`src/hdl/cdla_pkg.sv`:
```
// ----------------------------------------------------------------------------
// cdla_pkg
// shared types and constants of the word cache: field widths, codes and the
// command and status groups between controller and datapath
// ----------------------------------------------------------------------------
`default_nettype none

package cdla_pkg;

    localparam int ADDR_W  = 8;
    localparam int WORD_W  = 32;
    localparam int COUNT_W = 32;
    localparam int LUSED_W = 2;

    // request kinds
    localparam logic REQ_LOAD  = 1'b0;
    localparam logic REQ_STORE = 1'b1;

    // result status codes
    localparam logic STATUS_OK  = 1'b0;
    localparam logic STATUS_OOR = 1'b1;

    // mapping modes
    localparam logic MODE_DIRECT = 1'b0;
    localparam logic MODE_ASSOC  = 1'b1;

    // controller to datapath
    typedef struct packed {
        logic load;     // capture the request
        logic look;     // tag lookup and victim pre-selection
        logic scan;     // one step of the lru scan
        logic commit;   // update lines, counters, memory and result
    } t_cmd;

    // datapath to controller
    typedef struct packed {
        logic need_scan;  // associative miss with every line valid
        logic scan_last;  // scan is at the last line
        logic out_free;   // result register can take a new item
    } t_sts;

endpackage

`default_nettype wire

```
`src/hdl/cdla_ram.sv`:
```
// ----------------------------------------------------------------------------
// cdla_ram
// generic single write port, single read port ram with registered read data
// ----------------------------------------------------------------------------
`default_nettype none

module cdla_ram #(
    parameter int WIDTH = 32,
    parameter int DEPTH = 16
) (
    input  wire logic                     i_clk,
    input  wire logic                     i_we,
    input  wire logic [$clog2(DEPTH)-1:0] i_waddr,
    input  wire logic [WIDTH-1:0]         i_wdata,
    input  wire logic [$clog2(DEPTH)-1:0] i_raddr,
    output logic      [WIDTH-1:0]         o_rdata
);

    logic [WIDTH-1:0] r_mem [DEPTH];

    always_ff @(posedge i_clk) begin
        if (i_we) begin
            r_mem[i_waddr] <= i_wdata;
        end
        o_rdata <= r_mem[i_raddr];
    end

endmodule

`default_nettype wire

```
`src/hdl/cdla_ctrl.sv`:
```
// ----------------------------------------------------------------------------
// cdla_ctrl
// request sequencer: accept, lookup, optional lru scan, commit
// ----------------------------------------------------------------------------
`default_nettype none

module cdla_ctrl
    import cdla_pkg::*;
(
    input  wire logic i_clk,
    input  wire logic i_rst_n,
    input  wire logic i_in_valid,
    output logic      o_in_ready,
    input  wire t_sts i_sts,
    output t_cmd      o_cmd
);

    typedef enum logic [1:0] {
        S_IDLE,
        S_LOOK,
        S_SCAN,
        S_DONE
    } t_state;

    t_state r_state;
    t_state n_state;

    always_comb begin
        n_state = r_state;
        unique case (r_state)
            S_IDLE: begin
                if (i_in_valid) begin
                    n_state = S_LOOK;
                end
            end
            S_LOOK: begin
                n_state = i_sts.need_scan ? S_SCAN : S_DONE;
            end
            S_SCAN: begin
                if (i_sts.scan_last) begin
                    n_state = S_DONE;
                end
            end
            S_DONE: begin
                if (i_sts.out_free) begin
                    n_state = S_IDLE;
                end
            end
            default: n_state = S_IDLE;
        endcase
    end

    always_ff @(posedge i_clk) begin
        if (!i_rst_n) begin
            r_state <= S_IDLE;
        end else begin
            r_state <= n_state;
        end
    end

    assign o_in_ready   = (r_state == S_IDLE);
    assign o_cmd.load   = (r_state == S_IDLE) && i_in_valid;
    assign o_cmd.look   = (r_state == S_LOOK);
    assign o_cmd.scan   = (r_state == S_SCAN);
    assign o_cmd.commit = (r_state == S_DONE) && i_sts.out_free;

endmodule

`default_nettype wire

```
`src/hdl/cdla_dp.sv`:
```
// ----------------------------------------------------------------------------
// cdla_dp
// cache datapath: line store, lookup, lru scan, counters, backing memory and
// result register
// ----------------------------------------------------------------------------
`default_nettype none

module cdla_dp
    import cdla_pkg::*;
#(
    parameter int LINES     = 4,
    parameter int MEM_DEPTH = 16
) (
    input  wire logic                i_clk,
    input  wire logic                i_rst_n,
    input  wire logic                i_cfg_we,
    input  wire logic                i_cfg_mode,
    input  wire t_cmd                i_cmd,
    output t_sts                     o_sts,
    input  wire logic                i_req_type,
    input  wire logic [ADDR_W-1:0]   i_address,
    input  wire logic [WORD_W-1:0]   i_store_value,
    input  wire logic                i_out_ready,
    output logic                     o_out_valid,
    output logic [WORD_W-1:0]        o_read_data,
    output logic                     o_hit,
    output logic                     o_status,
    output logic [LUSED_W-1:0]       o_line_used,
    output logic [COUNT_W-1:0]       o_hit_count,
    output logic [COUNT_W-1:0]       o_miss_count
);

    localparam int IW = (LINES > 1) ? $clog2(LINES) : 1;
    localparam int AW = (MEM_DEPTH > 1) ? $clog2(MEM_DEPTH) : 1;

    // line store
    logic                r_valid [LINES];
    logic [ADDR_W-1:0]   r_tag   [LINES];
    logic [WORD_W-1:0]   r_word  [LINES];
    logic [COUNT_W-1:0]  r_stamp [LINES];

    logic                r_mode;
    logic [COUNT_W-1:0]  r_use;
    logic [COUNT_W-1:0]  r_hits;
    logic [COUNT_W-1:0]  r_misses;

    // captured request and lookup result
    logic                r_type;
    logic [ADDR_W-1:0]   r_addr;
    logic [WORD_W-1:0]   r_value;
    logic                r_hit;
    logic                r_oor;
    logic [IW-1:0]       r_idx;
    logic [IW-1:0]       r_cnt;
    logic [COUNT_W-1:0]  r_best;

    // backing memory, entries not yet stored read as address times ten
    logic [MEM_DEPTH-1:0] r_written;
    logic [WORD_W-1:0]    w_mem_rdata;
    logic                 w_mem_we;

    // address modulo line count, worked out at elaboration
    logic [IW-1:0] w_mod_tab [MEM_DEPTH];
    for (genvar g = 0; g < MEM_DEPTH; g++) begin : g_mod
        assign w_mod_tab[g] = IW'(g % LINES);
    end

    // lookup
    logic                w_oor;
    logic [IW-1:0]       w_dir_idx;
    logic                w_dir_hit;
    logic                w_any_hit;
    logic [IW-1:0]       w_hit_idx;
    logic                w_any_inv;
    logic [IW-1:0]       w_inv_idx;
    logic                w_lk_hit;
    logic [IW-1:0]       w_lk_idx;

    always_comb begin
        w_oor     = ({1'b0, r_addr} >= (ADDR_W+1)'(MEM_DEPTH));
        w_dir_idx = w_mod_tab[r_addr[AW-1:0]];
        w_dir_hit = r_valid[w_dir_idx] && (r_tag[w_dir_idx] == r_addr);
        w_any_hit = 1'b0;
        w_hit_idx = '0;
        w_any_inv = 1'b0;
        w_inv_idx = '0;
        for (int i = LINES - 1; i >= 0; i--) begin
            if (r_valid[i] && (r_tag[i] == r_addr)) begin
                w_any_hit = 1'b1;
                w_hit_idx = IW'(i);
            end
            if (!r_valid[i]) begin
                w_any_inv = 1'b1;
                w_inv_idx = IW'(i);
            end
        end
        if (r_mode == MODE_DIRECT) begin
            w_lk_hit = w_dir_hit;
            w_lk_idx = w_dir_idx;
        end else begin
            w_lk_hit = w_any_hit;
            w_lk_idx = w_any_hit ? w_hit_idx : w_inv_idx;
        end
    end

    assign o_sts.need_scan = (r_mode == MODE_ASSOC) && !w_oor && !w_any_hit && !w_any_inv;
    assign o_sts.scan_last = (r_cnt == IW'(LINES - 1));
    assign o_sts.out_free  = !o_out_valid || i_out_ready;

    // commit values
    logic [WORD_W-1:0]   w_fill;
    logic [WORD_W-1:0]   w_line_rd;
    logic [COUNT_W-1:0]  w_use_nx;
    logic [COUNT_W-1:0]  w_hits_nx;
    logic [COUNT_W-1:0]  w_miss_nx;

    always_comb begin
        w_fill    = r_written[r_addr[AW-1:0]] ? w_mem_rdata
                                              : WORD_W'(r_addr) * WORD_W'(10);
        w_line_rd = r_hit ? r_word[r_idx] : w_fill;
        w_use_nx  = r_use + COUNT_W'(1);
        w_hits_nx = r_hits + COUNT_W'(r_hit);
        w_miss_nx = r_misses + COUNT_W'(!r_hit);
    end

    assign w_mem_we = i_cmd.commit && !r_oor && (r_type == REQ_STORE);

    cdla_ram #(
        .WIDTH(WORD_W),
        .DEPTH(MEM_DEPTH)
    ) u_mem (
        .i_clk  (i_clk),
        .i_we   (w_mem_we),
        .i_waddr(r_addr[AW-1:0]),
        .i_wdata(r_value),
        .i_raddr(r_addr[AW-1:0]),
        .o_rdata(w_mem_rdata)
    );

    // control state
    always_ff @(posedge i_clk) begin
        if (!i_rst_n) begin
            r_mode      <= MODE_DIRECT;
            r_use       <= '0;
            r_hits      <= '0;
            r_misses    <= '0;
            r_written   <= '0;
            o_out_valid <= 1'b0;
            for (int i = 0; i < LINES; i++) begin
                r_valid[i] <= 1'b0;
            end
        end else begin
            if (i_cfg_we) begin
                r_mode   <= i_cfg_mode;
                r_use    <= '0;
                r_hits   <= '0;
                r_misses <= '0;
                for (int i = 0; i < LINES; i++) begin
                    r_valid[i] <= 1'b0;
                end
            end else if (i_cmd.commit && !r_oor) begin
                r_use    <= w_use_nx;
                r_hits   <= w_hits_nx;
                r_misses <= w_miss_nx;
                if (!r_hit) begin
                    r_valid[r_idx] <= 1'b1;
                end
            end
            if (w_mem_we) begin
                r_written[r_addr[AW-1:0]] <= 1'b1;
            end
            if (i_cmd.commit) begin
                o_out_valid <= 1'b1;
            end else if (i_out_ready) begin
                o_out_valid <= 1'b0;
            end
        end
    end

    // payload
    always_ff @(posedge i_clk) begin
        if (i_cmd.load) begin
            r_type  <= i_req_type;
            r_addr  <= i_address;
            r_value <= i_store_value;
        end
        if (i_cmd.look) begin
            r_oor <= w_oor;
            r_hit <= w_lk_hit;
            r_idx <= w_lk_idx;
            r_cnt <= '0;
        end
        if (i_cmd.scan) begin
            if ((r_cnt == '0) || (r_stamp[r_cnt] < r_best)) begin
                r_best <= r_stamp[r_cnt];
                r_idx  <= r_cnt;
            end
            r_cnt <= r_cnt + IW'(1);
        end
        if (i_cmd.commit) begin
            if (!r_oor) begin
                r_stamp[r_idx] <= w_use_nx;
                if (!r_hit) begin
                    r_tag[r_idx] <= r_addr;
                end
                if (r_type == REQ_STORE) begin
                    r_word[r_idx] <= r_value;
                end else if (!r_hit) begin
                    r_word[r_idx] <= w_fill;
                end
            end
            if (r_oor) begin
                o_read_data  <= '0;
                o_hit        <= 1'b0;
                o_status     <= STATUS_OOR;
                o_line_used  <= '0;
                o_hit_count  <= r_hits;
                o_miss_count <= r_misses;
            end else begin
                o_read_data  <= (r_type == REQ_STORE) ? '0 : w_line_rd;
                o_hit        <= r_hit;
                o_status     <= STATUS_OK;
                o_line_used  <= LUSED_W'(r_idx);
                o_hit_count  <= w_hits_nx;
                o_miss_count <= w_miss_nx;
            end
        end
    end

endmodule

`default_nettype wire

```
`src/hdl/cache_direct_or_lru_assoc.sv`:
```
// ----------------------------------------------------------------------------
// cache_direct_or_lru_assoc
// small write-through word cache, direct mapped or fully associative lru
// ----------------------------------------------------------------------------
// usage
//   s_axis carries requests: tdata holds address and store value, tuser the
//   request kind (load or store). m_axis carries one result item for every
//   request: read data, line used and the hit and miss totals in tdata, the
//   hit flag and the range-error status in tuser
//   i_cfg_we with i_cfg_data writes the mapping mode (0 direct, 1 lru); any
//   write invalidates all lines and clears the use, hit and miss counters,
//   the backing memory keeps its contents. write only while no item is open
// timing
//   one item at a time: accept, lookup, commit. the result is registered at
//   commit and the next item can be taken in the cycle after commit. an
//   associative miss with every line valid adds an lru scan before commit,
//   one stamp per cycle
// reset
//   i_rst_n (synchronous, active low) empties the cache, zeroes the counters,
//   selects direct mode and returns the backing memory to address times ten
//   through per-entry written flags
// back-pressure
//   the result register holds while m_axis_tready is low; a new request is
//   still accepted and runs up to its commit, which waits for the register
// ----------------------------------------------------------------------------
`default_nettype none

module cache_direct_or_lru_assoc
    import cdla_pkg::*;
#(
    parameter int LINES     = 4,
    parameter int MEM_DEPTH = 16
) (
    input  wire logic         i_clk,
    input  wire logic         i_rst_n,
    // configuration
    input  wire logic         i_cfg_we,
    input  wire logic         i_cfg_data,     // mapping_mode
    // requests
    input  wire logic         s_axis_tvalid,
    output logic              s_axis_tready,
    input  wire logic [39:0]  s_axis_tdata,   // address[7:0], store_value[39:8]
    input  wire logic [0:0]   s_axis_tuser,   // req_type
    // results
    output logic              m_axis_tvalid,
    input  wire logic         m_axis_tready,
    output logic [103:0]      m_axis_tdata,   // read_data[31:0], line_used[33:32],
                                              // hit_count[65:34], miss_count[97:66],
                                              // zero fill[103:98]
    output logic [1:0]        m_axis_tuser    // hit[0], status[1]
);

    t_cmd w_cmd;
    t_sts w_sts;

    logic [WORD_W-1:0]  w_read_data;
    logic               w_hit;
    logic               w_status;
    logic [LUSED_W-1:0] w_line_used;
    logic [COUNT_W-1:0] w_hit_count;
    logic [COUNT_W-1:0] w_miss_count;

    // sequencer
    cdla_ctrl u_ctrl (
        .i_clk     (i_clk),
        .i_rst_n   (i_rst_n),
        .i_in_valid(s_axis_tvalid),
        .o_in_ready(s_axis_tready),
        .i_sts     (w_sts),
        .o_cmd     (w_cmd)
    );

    // lines, counters, backing memory and result register
    cdla_dp #(
        .LINES    (LINES),
        .MEM_DEPTH(MEM_DEPTH)
    ) u_dp (
        .i_clk        (i_clk),
        .i_rst_n      (i_rst_n),
        .i_cfg_we     (i_cfg_we),
        .i_cfg_mode   (i_cfg_data),
        .i_cmd        (w_cmd),
        .o_sts        (w_sts),
        .i_req_type   (s_axis_tuser[0]),
        .i_address    (s_axis_tdata[7:0]),
        .i_store_value(s_axis_tdata[39:8]),
        .i_out_ready  (m_axis_tready),
        .o_out_valid  (m_axis_tvalid),
        .o_read_data  (w_read_data),
        .o_hit        (w_hit),
        .o_status     (w_status),
        .o_line_used  (w_line_used),
        .o_hit_count  (w_hit_count),
        .o_miss_count (w_miss_count)
    );

    // result packing, highest field first
    assign m_axis_tdata = {6'b0, w_miss_count, w_hit_count, w_line_used, w_read_data};
    assign m_axis_tuser = {w_status, w_hit};

endmodule

`default_nettype wire

```
`config.mk`:
```
export PLATFORM = sky130hd
export DESIGN_NAME = cache_direct_or_lru_assoc
export DESIGN_NICKNAME = d
export VERILOG_FILES = /design/src/hdl/cdla_pkg.sv /design/src/hdl/cdla_ram.sv /design/src/hdl/cdla_ctrl.sv /design/src/hdl/cdla_dp.sv /design/src/hdl/cache_direct_or_lru_assoc.sv
export SDC_FILE = /design/constraint.sdc
export NUM_CORES = 1
export LEC_CHECK = 0
export ABC_AREA = 1
export BUFFER_PORTS_ARGS = -buffer_cell sky130_fd_sc_hd__buf_2
export CAP_MARGIN = 30
export CORE_MARGIN = 2
export CORE_UTILIZATION = 35
export DETAILED_ROUTE_END_ITERATION = 10
export PLACE_DENSITY = 0.53
export SLEW_MARGIN = 20
export SYNTH_ARGS = -nofsm -noshare
export SYNTH_HDL_FRONTEND = slang
export SYNTH_SLANG_ARGS = --single-unit
```
`constraint.sdc`:
```
create_clock -name i_clk -period 4.2 [get_ports i_clk]
set_input_delay 0.21 -clock i_clk [delete_from_list [all_inputs] [get_ports i_clk]]
set_output_delay 0.21 -clock i_clk [all_outputs]
set_load 0.1 [all_outputs]
```
; Word level (Yosys, flattened, before mapping)
; Memory sizes are Yosys's and may differ from the RTL's. A register that Yosys moved wholly into a read port is not among the register bits.
; Index checks and enable logic that the tools add are counted.
[word_totals]
regBits = 263
mem_bits_rw = 804
inputBits = 47
out_inout_bits = 108
wordCells = 161
romBits = 32
n_memories = 6
[mem_list]
columns = name, words, word_bits, read_ports, rd_clocked_by_memory_dff, write_ports, line
row1 = u_dp.u_mem.r_mem, 16, 32, 1, 1, 1, cdla_ram.sv:19  ; logic [WIDTH-1:0] r_mem [DEPTH];
row2 = u_dp.r_stamp, 4, 32, 1, 1, 1, cdla_dp.sv:40  ; logic [COUNT_W-1:0] r_stamp [LINES];
row3 = u_dp.r_word, 4, 32, 1, 1, 1, cdla_dp.sv:39  ; logic [WORD_W-1:0] r_word [LINES];
row4 = (name not given), 16, 2, 1, 0, 0, cdla_dp.sv:81  ; w_dir_idx = w_mod_tab[r_addr[AW-1:0]];
row5 = u_dp.r_tag, 4, 8, 5, 0, 1, cdla_dp.sv:38  ; logic [ADDR_W-1:0] r_tag [LINES];
row6 = u_dp.r_valid, 4, 1, 5, 0, 4, cdla_dp.sv:37  ; logic r_valid [LINES];
[op_classes]
mul = 1
n_addsub = 4
eq_ne = 12
mux = 75
bitwise_logic = 8
n_lt_le_gt_ge = 5
reduce_logical = 30
[ops]
columns = operator, n
row1 = $mux 32, 4
row2 = $add 32x1->32, 2
row3 = $mux 1, 46
row4 = $mux 2, 22
row5 = $eq 8x8->1, 5
row6 = $add 32x1->32 const B, 1
row7 = $lt 32x32->1, 1
row8 = $or 16x16->16, 1
row9 = $logic_and 1x1->1, 13
row10 = $mul 8x3->11 const B, 1
row11 = $ge 8x5->1 const B, 1
row12 = $pmux 2 s4, 1
row13 = $eq 2x2->1 const B, 3
row14 = $logic_not 1->1, 6
row15 = $ge 5x5->1 const B, 1
row16 = $lt 4x5->1 const B, 1
row17 = $not 4->5, 1
row18 = $or 1x1->1, 5
row19 = $bmux 1 s4, 1
row20 = $demux 1 s4, 1
row21 = $ge 4x1->1 const B, 1
row22 = $logic_not 2->1, 2
row23 = $ne 2x1->1 const B, 2
row24 = $reduce_bool 2->1, 2
row25 = 9 further kinds, 11

; Longest topological paths before layout
; Gate-level depths: netlist of the first run.
; An unclocked memory read counts as a cell.
[logic_depth]
word_depth = 12
depth_mapped = 20
mapped_depth_nobuf = 20

; By module
; From an unflattened synthesis of the first run, not the netlist that was laid out.
[unflattened]
cells_unflattened = 4697
hier_area_um2 = 49152.1
[modules_own_cells]
columns = mod, instances, cells_each, area_each_um2, seq_area_each_um2
row1 = cdla_dp, 1, 2534, 26133.8, 16405.7
row2 = cdla_ram, 1, 2120, 22730.6, 16015.4
row3 = cdla_ctrl, 1, 34, 224.0, 40.0
row4 = cache_direct_or_lru_assoc, 1, 9, 63.8, 0.0

; Worst setup path after synthesis of the first run
; No wires, ideal clock.
[synth_timing]
path_type = reg-to-reg
startpoint = reg u_dp.o_out_valid
endpoint = mem u_dp.r_stamp[0][0] (enable)
n_path_buf = 3
period_less_slack_ps = 3560
path_slack_ps = 640
arrival_time_ps = 3139
required_ps = 3779
path_stages_with_launch = 9
setup_ps = 421
cell_sequence = dfxtp_1 nand2_1 nand2_1 nor2_2 inv_2 clkbuf_1 clkbuf_1 buf_1 nor2_1
[synth_via]
elab_chain_len = 5
[synth_lines]
columns = element, line
row1 = "start, declared", cdla_dp.sv:24  ; output logic o_out_valid,
row2 = "start signal, assigned", cdla_dp.sv:148  ; o_out_valid <= 1'b0;
row3 = "start signal, assigned", cdla_dp.sv:173  ; o_out_valid <= 1'b1;
row4 = "start signal, assigned", cdla_dp.sv:175  ; o_out_valid <= 1'b0;
row5 = $logic_not 1->1, cdla_dp.sv:108  ; assign o_sts.out_free = !o_out_valid || i_out_ready;
row6 = $logic_or 1x1->1, cdla_dp.sv:108
row7 = $logic_and 1x1->1, cdla_ctrl.sv:65  ; assign o_cmd.commit = (r_state == S_DONE) && i_sts.out_free;
row8 = $mux 1, cdla_dp.sv:200  ; if (i_cmd.commit) begin
row9 = $mux 1 (not written as such), cdla_dp.sv:202  ; r_stamp[r_idx] <= w_use_nx;
row10 = "end, declared", cdla_dp.sv:40
; No other way between the ends.

==> summary.txt, run 1 <==
Status
  • Status: complete, no violations

GRT
  • Grt total ovfl: 0
  • Overall Global Routing Usage: 17.37%
  • Vias in the first global route: 27660
  • Initial antenna violation count: 5
  • Largest net degree at the start of global routing: 96
  • First-pass GRT wire length: 175100 µm

Setup path
  • Kind of critical path: reg -> reg
  • CP arrival: 3970 ps
  • Crit start category: flip-flop
  • Cell-by-cell trace of the critical path: buf_4, o21ai_0, o22ai_1, ha_1, a21oi_1, nor2_1, a211oi_1, nand2_1, nand2_1, nand2_1, nand2_1, nand2_1, nand2_1, nand2_1, inv_1, buf_12
  • CP max stage delay: 530 ps
  • Setup crit end kind: flip-flop
  • CP most frequent cell: nand2_1
  • CP Max Fanout: 64
  • Worst path slowest cell: buf_4
  • WP data required: 4570 ps

Floorplan
  • Row cnt: 132
  • Starting density of the core: 35.17%
  • Core Region: 0.1292 mm²
  • IO Pins: 155
  • Die area: 0.1327 mm²
  • Chip Height: 364.3 µm
  • Die W: 364.3 µm

CTS
  • Longest Clk Path Bufs: 3
  • Hold-fix buffers at CTS: 48
  • CTS resizes: 0
  • Postcts setup bufs: 0
  • Sink Count: 1133
  • CTS tree: done
  • Worst-path clk slew: 60 ps
  • CTS buffer count: 119
  • CTS root buf: clkbuf_16
  • CTS H-tree depth: 3
  • Clock insertion delay at the later pin of the skew report: 760 ps

STA
  • Final min period: 3601 ps
  • TNS Setup: 0 ps
  • RSZ-0062 raised after global routing: false
  • Final Max Slew Viols: 0
  • Worst-Margin Slew: 915.3 ps
  • Fin Clk Skew: 93.42 ps
  • Final hold viol count: 0
  • Worst setup margin: 598.6 ps
  • Achievable Freq: 277.7 MHz
  • Worst hold margin: 131.2 ps
  • Final setup vio count: 0
  • Crit share post-route: 85.75%
  • Slew HR: 38.98%

Routing
  • Routed WL per cell: 20.70 µm
  • Via Count: 28590
  • Vias per inst: 5.067
  • Initial DRC count: 2455
  • Drt drc: 0
  • Total wire length: 116800 µm
  • First-pass DRT Iterations: 5
  • DRT antenna net count: 0

Pwr
  • Leakage: 18.79 nW
  • Pwr dens: 558.9 mW/mm²
  • Pwr Total: 29.68 mW
  • Peak supply drop: 0.0003624 V

Yosys
  • Post-synth EDFFs: 977
  • Top cell type's share of synthesized area: 64.59%
  • Synth area leader: edfxtp_1
  • Ys async rst share: 0%
  • Ys flop type: edfxtp_1
  • Post-Syn Instances: 3569
  • Post-synthesis sequential area ratio: 71.46%
  • Syn Area/Cell: 12.73 µm²
  • Number of synthesized register bits: 1133
  • Synth area leaders: edfxtp_1 65%, dfxtp_1 6.9%, a22oi_1 4.8%
  • Synthesis Warnings: 0
  • Mapped Area: 0.04542 mm²
  • Netlist cell types: 58

Place
  • GP Congestion: 0.8535
  • Buffers on Ports: 148
  • Cell Count Post-Placement: 5365
  • Placement Setup Slack: 696.7 ps
  • Hpwl dp: 71950 µm

Min path
  • Min-delay worst type: in -> reg

Cells and area
  • Ratio of cells with drive above 1 in the final layout: 13.21%
  • Largest regs: u_dp.u_mem.r_mem (512), u_dp.r_stamp (128), u_dp.r_word (128)
  • Max FFs per register: 512
  • Final net count: 3896
  • Area Growth Syn to Fin: 16.90%
  • Biggest register: u_dp.u_mem.r_mem
  • Non-filler cells, final: 5642

Job
  • MaxCap Viol Count: 0
==> metal layers <==
layer / GRT usage [%] / wire length [µm]
met3: 3.378 / 7929
met2: 26.84 / 52360
met4: 4.999 / 2702
met1: 24.81 / 53800
met5: 0 / 7
==> Yosys cell counts, drive strengths merged, types with 36 or more instances <==
| master | n |
|---|---|
| edfxtp | 977 |
| a22oi | 292 |
| dfxtp | 156 |
| o22ai | 40 |
| nor3 | 36 |
| buf | 40 |
| ha | 54 |
| o21ai | 285 |
| nor2 | 266 |
| nand2 | 399 |
| clkbuf | 142 |
| a21oi | 240 |
| xor2 | 83 |
| inv | 325 |
| nand3 | 57 |
==> worst paths after layout <==
kind / from / endpoint / slack, ps / depth (start not counted)
max: flip-flop / u_dp.r_best[20] / 600 / 16
min: s_axis_tvalid / u_ctrl.r_state[0] / 130 / 8
max reg2reg: flip-flop / u_dp.r_best[20] / 600 / 16
min reg2reg: u_dp.r_hits[0] / u_dp.r_hits[0] / 470 / 2
==> report_power, final <==
group	switching, mW	internal (mW)	leakage [nW]
combinational	3.91	1.41	6.66
sequential	0.558	13.2	10.2
clock	4.49	6.13	1.95
==> logic make-up (layout without fill, tap and decap cells) <==
| family | Yosys count | after routing | share of synthesized area (%) |
|---|---|---|---|
| xor+xnor | 90 | 90 | 1.735 |
| other cells | 1 | 7 | 0.008255 |
| flops | 1133 | 1133 | 71.46 |
| buf+inv | 514 | 839 | 4.465 |
| simple gates | 844 | 844 | 8.316 |
| fa+ha+maj | 55 | 55 | 1.531 |
| compound gates | 932 | 932 | 12.48 |
==> per-stage QoR <==
| step | instance area, µm² | utilization, % |
|---|---|---|
| after floorplan | 45440 | - |
| after global placement | 48530 | 37.58 |
| after detailed placement | 48600 | 37.63 |
| after CTS | 53080 | 41.10 |
| after global routing | 53100 | 41.11 |
| final | 53100 | 41.11 |
==> cell usage in the layout (no fill, tap or decap), types with 7 or more instances in the layout <==
cell type,n
nor2_2,10
a21oi_1,239
o211ai_1,13
o22ai_1,40
dfxtp_1,155
nand2_1,387
buf_12,12
nor4_1,10
inv_2,12
nand3_1,51
o21ai_0,247
buf_2,148
nor3_1,30
nand2_2,10
xor2_1,83
or4_1,32
dlygate4sd3_1,48
edfxtp_1,977
nor2_1,220
ha_1,54
xnor2_1,7
clkbuf_1,25
clkbuf_8,19
a22oi_1,292
clkinv_2,22
clkbuf_16,119
o21ai_1,38
nand4_1,25
inv_1,311
a41oi_1,31
a31oi_1,10
nor2_4,36
buf_4,71
bufinv_16,9
clkinv_1,20
==> worst max-delay path: cells and delay by family (launching register included) <==
kind,cells,cell delay [ps]
buffers and inverters,3,1170
flip-flops,1,340
adder cells (fa/ha/maj),1,280
AND/OR/NAND/NOR,8,640
AO/OA/AOI/OAI,4,750
==> final cells by class <==
cell class	count	area, µm²
well taps	1742	2180
fillers	12140	76050
clock inverters	63	668.1
inverters	332	1261
diodes	1	2.502
multi-input cells	1927	11160
clock buffers	163	3333
flip-flops and latches	1133	32460
repair buffers	281	2033
Note: power is estimated with default switching activity, not from simulation.
==> run 2, diff against run 1 <==
--- a/config.mk
+++ b/config.mk
@@ -13,4 +13,5 @@
 export DETAILED_ROUTE_END_ITERATION = 10
 export PLACE_DENSITY = 0.53
+export REMOVE_ABC_BUFFERS = 1
 export SLEW_MARGIN = 20
 export SYNTH_ARGS = -nofsm -noshare
==> constraint.sdc (replaced) <==
create_clock -name i_clk -period 4.2 [get_ports i_clk]
set_input_delay 0.84 -clock i_clk [delete_from_list [all_inputs] [get_ports i_clk]]
set_output_delay 0.84 -clock i_clk [all_outputs]
set_load 0.1 [all_outputs]
==> summary.txt, run 2 (same netlist as run 1, synthesis figures left out) <==
STA
  • Final min period: 3305 ps (-296.0 ps)
  • Slew HR: 38.40% (-0.58 points)
  • Achievable Freq: 302.5 MHz (+9.0%)
  • Final hold viol count: 0 (unchanged)
  • Crit share post-route: 78.70% (-7.0 points)
  • Final setup vio count: 0 (unchanged)
  • TNS Setup: 0 ps (unchanged)
  • Fin Clk Skew: 71.01 ps (-22.41 ps)
  • Final Max Slew Viols: 0 (unchanged)
  • Worst-Margin Slew: 921.8 ps (+6.495 ps)
  • Worst setup margin: 894.6 ps (+296.0 ps)
  • Worst hold margin: 253.2 ps (+122.0 ps)
  • RSZ-0062 raised after global routing: false

GRT
  • Overall Global Routing Usage: 17.41% (+0.040 points)
  • Largest net degree at the start of global routing: 105 (+9.4%)
  • Grt total ovfl: 0 (unchanged)
  • Initial antenna violation count: 16 (+11)
  • Vias in the first global route: 27260 (-1.4%)
  • First-pass GRT wire length: 175300 µm (+0.12%)

Place
  • GP Congestion: 0.8198 (-3.9%)
  • Hpwl dp: 74000 µm (+2.9%)
  • Buffers on Ports: 148 (unchanged)
  • Placement Setup Slack: 580.0 ps (-116.8 ps)

Cells and area
  • Area Growth Syn to Fin: 15.99%
  • Final net count: 3862 (-0.87%)
  • Largest regs: u_dp.u_mem.r_mem (512), u_dp.r_stamp (128), u_dp.r_word (128)
  • Biggest register: u_dp.u_mem.r_mem
  • Most common cell after layout, fill and taps aside: edfxtp_1
  • Util after Layout: 40.80% (-0.32 points)
  • Max FFs per register: 512 (unchanged)
  • Ratio of cells with drive above 1 in the final layout: 13.12% (-0.093 points)
  • Commonest cells after routing, fill and taps aside: 977 x edfxtp_1, 387 x nand2_1, 311 x inv_1

Routing
  • Routed WL per cell: 20.88 µm (+0.86%)
  • Vias per inst: 5.074 (+0.14%)
  • Drt drc: 0 (unchanged)
  • Via Count: 28420 (-0.57%)
  • Initial DRC count: 2603 (+6.0%)
  • First-pass DRT Iterations: 6 (+1)
  • Total wire length: 117000 µm (+0.14%)
  • DRT antenna net count: 0 (unchanged)

CTS
  • CTS root buf: clkbuf_16
  • CTS buffer count: 118 (-0.84%)
  • Sink Count: 1133 (unchanged)
  • Longest Clk Path Bufs: 3 (unchanged)
  • CTS resizes: 0 (unchanged)
  • Clock insertion delay at the later pin of the skew report: 760 ps (about the same)
  • Worst-path clk slew: 60 ps (about the same)
  • Postcts setup bufs: 0 (unchanged)
  • CTS tree: done
  • Hold-fix buffers at CTS: 0 (-100%)
  • CTS H-tree depth: 3 (unchanged)

Setup path
  • Worst path slowest cell: buf_4
  • WP data required: 4600 ps (+30 ps)
  • CP arrival: 3710 ps (-260 ps)
  • CP Max Fanout: 40 (-38%)
  • CP most frequent cell: nand2_1
  • CP max stage delay: 420 ps (-110 ps)
  • Kind of critical path: reg -> reg
  • Setup crit end kind: flip-flop
  • Cell-by-cell trace of the critical path: buf_4, buf_4, o21ai_0, o22ai_1, ha_1, a21oi_1, o21ai_0, nand3_1, nand2_1, nand2_1, a21oi_1, nor2_1, nand2_1, nand2_1, nand2_1, inv_1, buf_12
  • Crit start category: flip-flop

Floorplan
  • IO Pins: 155 (unchanged)
  • Die W: 364.3 µm (unchanged)
  • Row cnt: 132 (unchanged)
  • Chip Height: 364.3 µm (unchanged)
  • Die area: 0.1327 mm² (unchanged)
  • Starting density of the core: 35.17% (unchanged)
  • Core Region: 0.1292 mm² (unchanged)

Pwr
  • Leakage: 18.57 nW (-1.2%)
  • Pwr dens: 556.6 mW/mm² (-0.42%)
  • Peak supply drop: 0.0003508 V (-3.2%)

Status
  • Status: complete, no violations

Job
  • MaxCap Viol Count: 0 (unchanged)

Min path
  • Min-delay worst type: in -> reg
==> run 2: layout make-up <==
| class | instances | area, µm² |
|---|---|---|
| Fill cell | 12210 | 76460 |
| Sequential cell | 1133 | 32460 |
| Multi-Input combinational cell | 1927 | 11160 |
| Clock buffer | 172 | 3246 |
| Tap cell | 1742 | 2180 |
| Timing Repair Buffer | 248 | 1834 |
| Inverter | 332 | 1262 |
| Clock inverter | 46 | 540.5 |
| Antenna cell | 2 | 5.005 |
==> run 2: final timing paths <==
kind,slack (ps),cells after the start,end,from
max,890,17,u_dp.r_best[5],flip-flop
min,250,1,u_dp.r_value[17],s_axis_tdata[25]
max reg2reg,890,17,u_dp.r_best[5],flip-flop
min reg2reg,470,2,u_dp.r_misses[0],u_dp.r_misses[0]
==> run 2: through the flow <==
stage	std cells	area [µm²]	power, mW
5_1_grt	5600	52680	30.63
3_3_place_gp	5365	48490	19.32
6_report	5602	52690	29.33
2_1_floorplan	3392	44660	17.18
4_1_cts	5600	52680	29.62
3_5_place_dp	5382	48900	19.38
==> run 2: metal layers <==
metal / global-route usage, % / wire, µm
met5: 0 / 27
met4: 4.918 / 2583
met3: 3.113 / 8076
met2: 26.03 / 51410
met1: 25.83 / 54870
==> run 2: critical path, delay by kind of cell, from the launching register on <==
| family | cells | cell delay, ps |
|---|---|---|
| buffers and inverters | 4 | 1020 |
| AOI/OAI and AO/OA | 5 | 670 |
| and+or+nand+nor | 7 | 630 |
| DFF | 1 | 330 |
| adders and majority gates | 1 | 280 |
==> run 2: power breakdown <==
group / leakage, nW / switching (mW) / internal (mW)
Sequential: 10.2 / 0.402 / 13.2
Combinational: 6.57 / 4.11 / 1.41
Clock: 1.82 / 4.37 / 5.85
==> run 3, diff against run 2 <==
clock period = 3.09 ns   (was 4.2 ns; I/O delays follow)
==> summary.txt, run 3 (same netlist as run 1, synthesis figures left out) <==
Routing
  • Total wire length: 117500 µm (+0.42%)
  • First-pass DRT Iterations: 7 (+1)
  • Drt drc: 0 (unchanged)
  • DRT antenna net count: 0 (unchanged)
  • Routed WL per cell: 20.57 µm (-1.5%)
  • Initial DRC count: 2757 (+5.9%)
  • Vias per inst: 5.044 (-0.59%)
  • Via Count: 28800 (+1.3%)

CTS
  • Sink Count: 1133 (unchanged)
  • CTS tree: done
  • CTS root buf: clkbuf_16
  • Clock insertion delay at the later pin of the skew report: 740 ps (-20 ps)
  • CTS H-tree depth: 3 (unchanged)
  • Worst-path clk slew: 60 ps (about the same)
  • Longest Clk Path Bufs: 3 (unchanged)
  • CTS buffer count: 120 (+1.7%)

GRT
  • First-pass GRT wire length: 175800 µm (+0.26%)
  • Largest net degree at the start of global routing: 111 (+5.7%)
  • Vias in the first global route: 27630 (+1.4%)
  • Overall Global Routing Usage: 17.35% (-0.055 points)
  • Initial antenna violation count: 13 (-3)
  • Grt total ovfl: 0 (unchanged)

Cells and area
  • Final net count: 3961 (+2.6%)
  • Max FFs per register: 512 (unchanged)
  • Most common cell after layout, fill and taps aside: edfxtp_1
  • Commonest cells after routing, fill and taps aside: 977 x edfxtp_1, 386 x nand2_1, 310 x inv_1
  • Util after Layout: 41.98% (+1.2 points)
  • Biggest register: u_dp.u_mem.r_mem
  • Area Growth Syn to Fin: 19.37%
  • Largest regs: u_dp.u_mem.r_mem (512), u_dp.r_stamp (128), u_dp.r_word (128)
  • Ratio of cells with drive above 1 in the final layout: 15.89% (+2.8 points)
  • Cell area after layout: 0.05422 mm² (+2.9%)

Setup path
  • CP most frequent cell: nand2_1
  • CP Max Fanout: 16 (-60%)
  • Number of buffers and inverters on the critical path: 4 (unchanged)
  • Crit start category: flip-flop
  • Cell family with most CP delay: simple AND/OR/NAND/NOR gates
  • CP arrival: 3390 ps (-320 ps)
  • WP data required: 3580 ps (-1020 ps)
  • Worst path slowest cell: dfxtp_4
  • Kind of critical path: reg -> reg
  • Setup crit end kind: flip-flop
  • CP max stage delay: 400 ps (-20 ps)
  • Cell-by-cell trace of the critical path: inv_6, buf_12, o21ai_0, o22ai_1, ha_1, nand2_1, nor2_2, nand4_1, nor4_2, nand2_1, nand2_2, nand2_1, nand2_1, inv_4, clkbuf_16

Floorplan
  • Die area: 0.1327 mm² (unchanged)
  • Row cnt: 132 (unchanged)
  • IO Pins: 155 (unchanged)
  • Chip Height: 364.3 µm (unchanged)
  • Core Region: 0.1292 mm² (unchanged)
  • Die W: 364.3 µm (unchanged)
  • Starting density of the core: 35.17% (unchanged)

Min path
  • Min-delay worst type: in -> reg

Pwr
  • Power share of the clock group: 35.8% (+0.9 points)
  • Peak supply drop: 0.0005722 V (+63%)
  • Logic pwr share: 19.6% (+0.8 points)
  • Pwr dens: 762.6 mW/mm² (+37%)
  • Internal Pwr Total: 29.00 mW (+42%)
  • Pwr Total: 41.35 mW (+41%)
  • Net Sw Power: 12.35 mW (+39%)
  • Leakage: 19.35 nW (+4.2%)
  • Switching share of power: 29.86% (-0.43 points)
  • Part of the total power dissipated in sequential elements: 44.6% (-1.7 points)

STA
  • Fin Clk Skew: 68.96 ps (-2.043 ps)
  • Final Max Slew Viols: 0 (unchanged)
  • Slew HR: 36.91% (-1.5 points)
  • Final min period: 2900 ps (-405.1 ps)
  • Achievable Freq: 344.8 MHz (+14%)
  • Final setup vio count: 0 (unchanged)
  • Worst-Margin Slew: 946.3 ps (+24.53 ps)
  • Worst setup margin: 189.7 ps (-704.9 ps)
  • Crit share post-route: 93.86% (+15 points)
  • Final hold viol count: 0 (unchanged)

Place
  • Area post-placement: 0.04987 mm² (+2.0%)
  • Placement Setup Slack: -22.79 ps (-602.8 ps)
  • Buffers on Ports: 148 (unchanged)
  • GP Congestion: 0.8318 (+1.5%)
  • Hpwl dp: 75860 µm (+2.5%)

Status
  • Status: complete, no violations

Job
  • MaxCap Viol Count: 0 (unchanged)
==> run 3: routing by layer <==
layer / vias to the layer above / share of wire, % / track usage, %
li1: 13640 / - / -
met1: 14220 / 47 / 25.41
met2: 791 / 45 / 26.76
met3: 146 / 6.3 / 2.907
met4: 4 / 1.8 / 4.310
met5: - / 0.021 / 0
==> run 3: layout make-up <==
type | count | area (µm²)
Multi-Input combinational cell | 1927 | 11180
Tap cell | 1742 | 2180
Timing Repair Buffer | 345 | 3003
Antenna cell | 3 | 7.507
Fill cell | 12020 | 74930
Clock inverter | 71 | 773.2
Sequential cell | 1133 | 32470
Clock buffer | 157 | 3346
Inverter | 332 | 1270
==> run 3: repair_timing <==
action,in CTS,in global routing
endpoints found under the hold margin,6,0
gates resized for setup,0,24
setup buffers,0,2
setup endpoints to repair,0,33
hold buffers,6,0
==> run 3: per-stage QoR <==
stage | hold slack (ps) | setup TNS [ps] | std cells
6_report | 52.95 | 0 | 5710
5_1_grt | 27.57 | -5.308 | 5707
4_1_cts | 1.134 | 0 | 5701
3_5_place_dp | 457.8 | -177.0 | 5467
3_3_place_gp | 450.4 | 0 | 5462
2_1_floorplan | 440.7 | -1980350 | 3392
==> run 3: path summary, 6_finish.rpt <==
path	from	to	slack, ps	cells past startpoint
setup / recovery	flip-flop	u_dp.r_best[7]	190	15
hold / removal	s_axis_tdata[14]	u_dp.r_value[6]	50	1
setup reg to reg	flip-flop	u_dp.r_best[7]	190	15
hold reg to reg	u_dp.r_written[6]	u_dp.r_written[6]	470	2
==> run 3: power by group through the flow <==
stage,registers [mW],clock network [mW],logic [mW]
global route,18.5,15.8,8.87
CTS,18.4,15.2,7.94
floorplan,19.8,0,3.58
detailed placement,18.7,0,7.92
global placement,18.7,0,7.85
finish,18.4,14.8,8.10
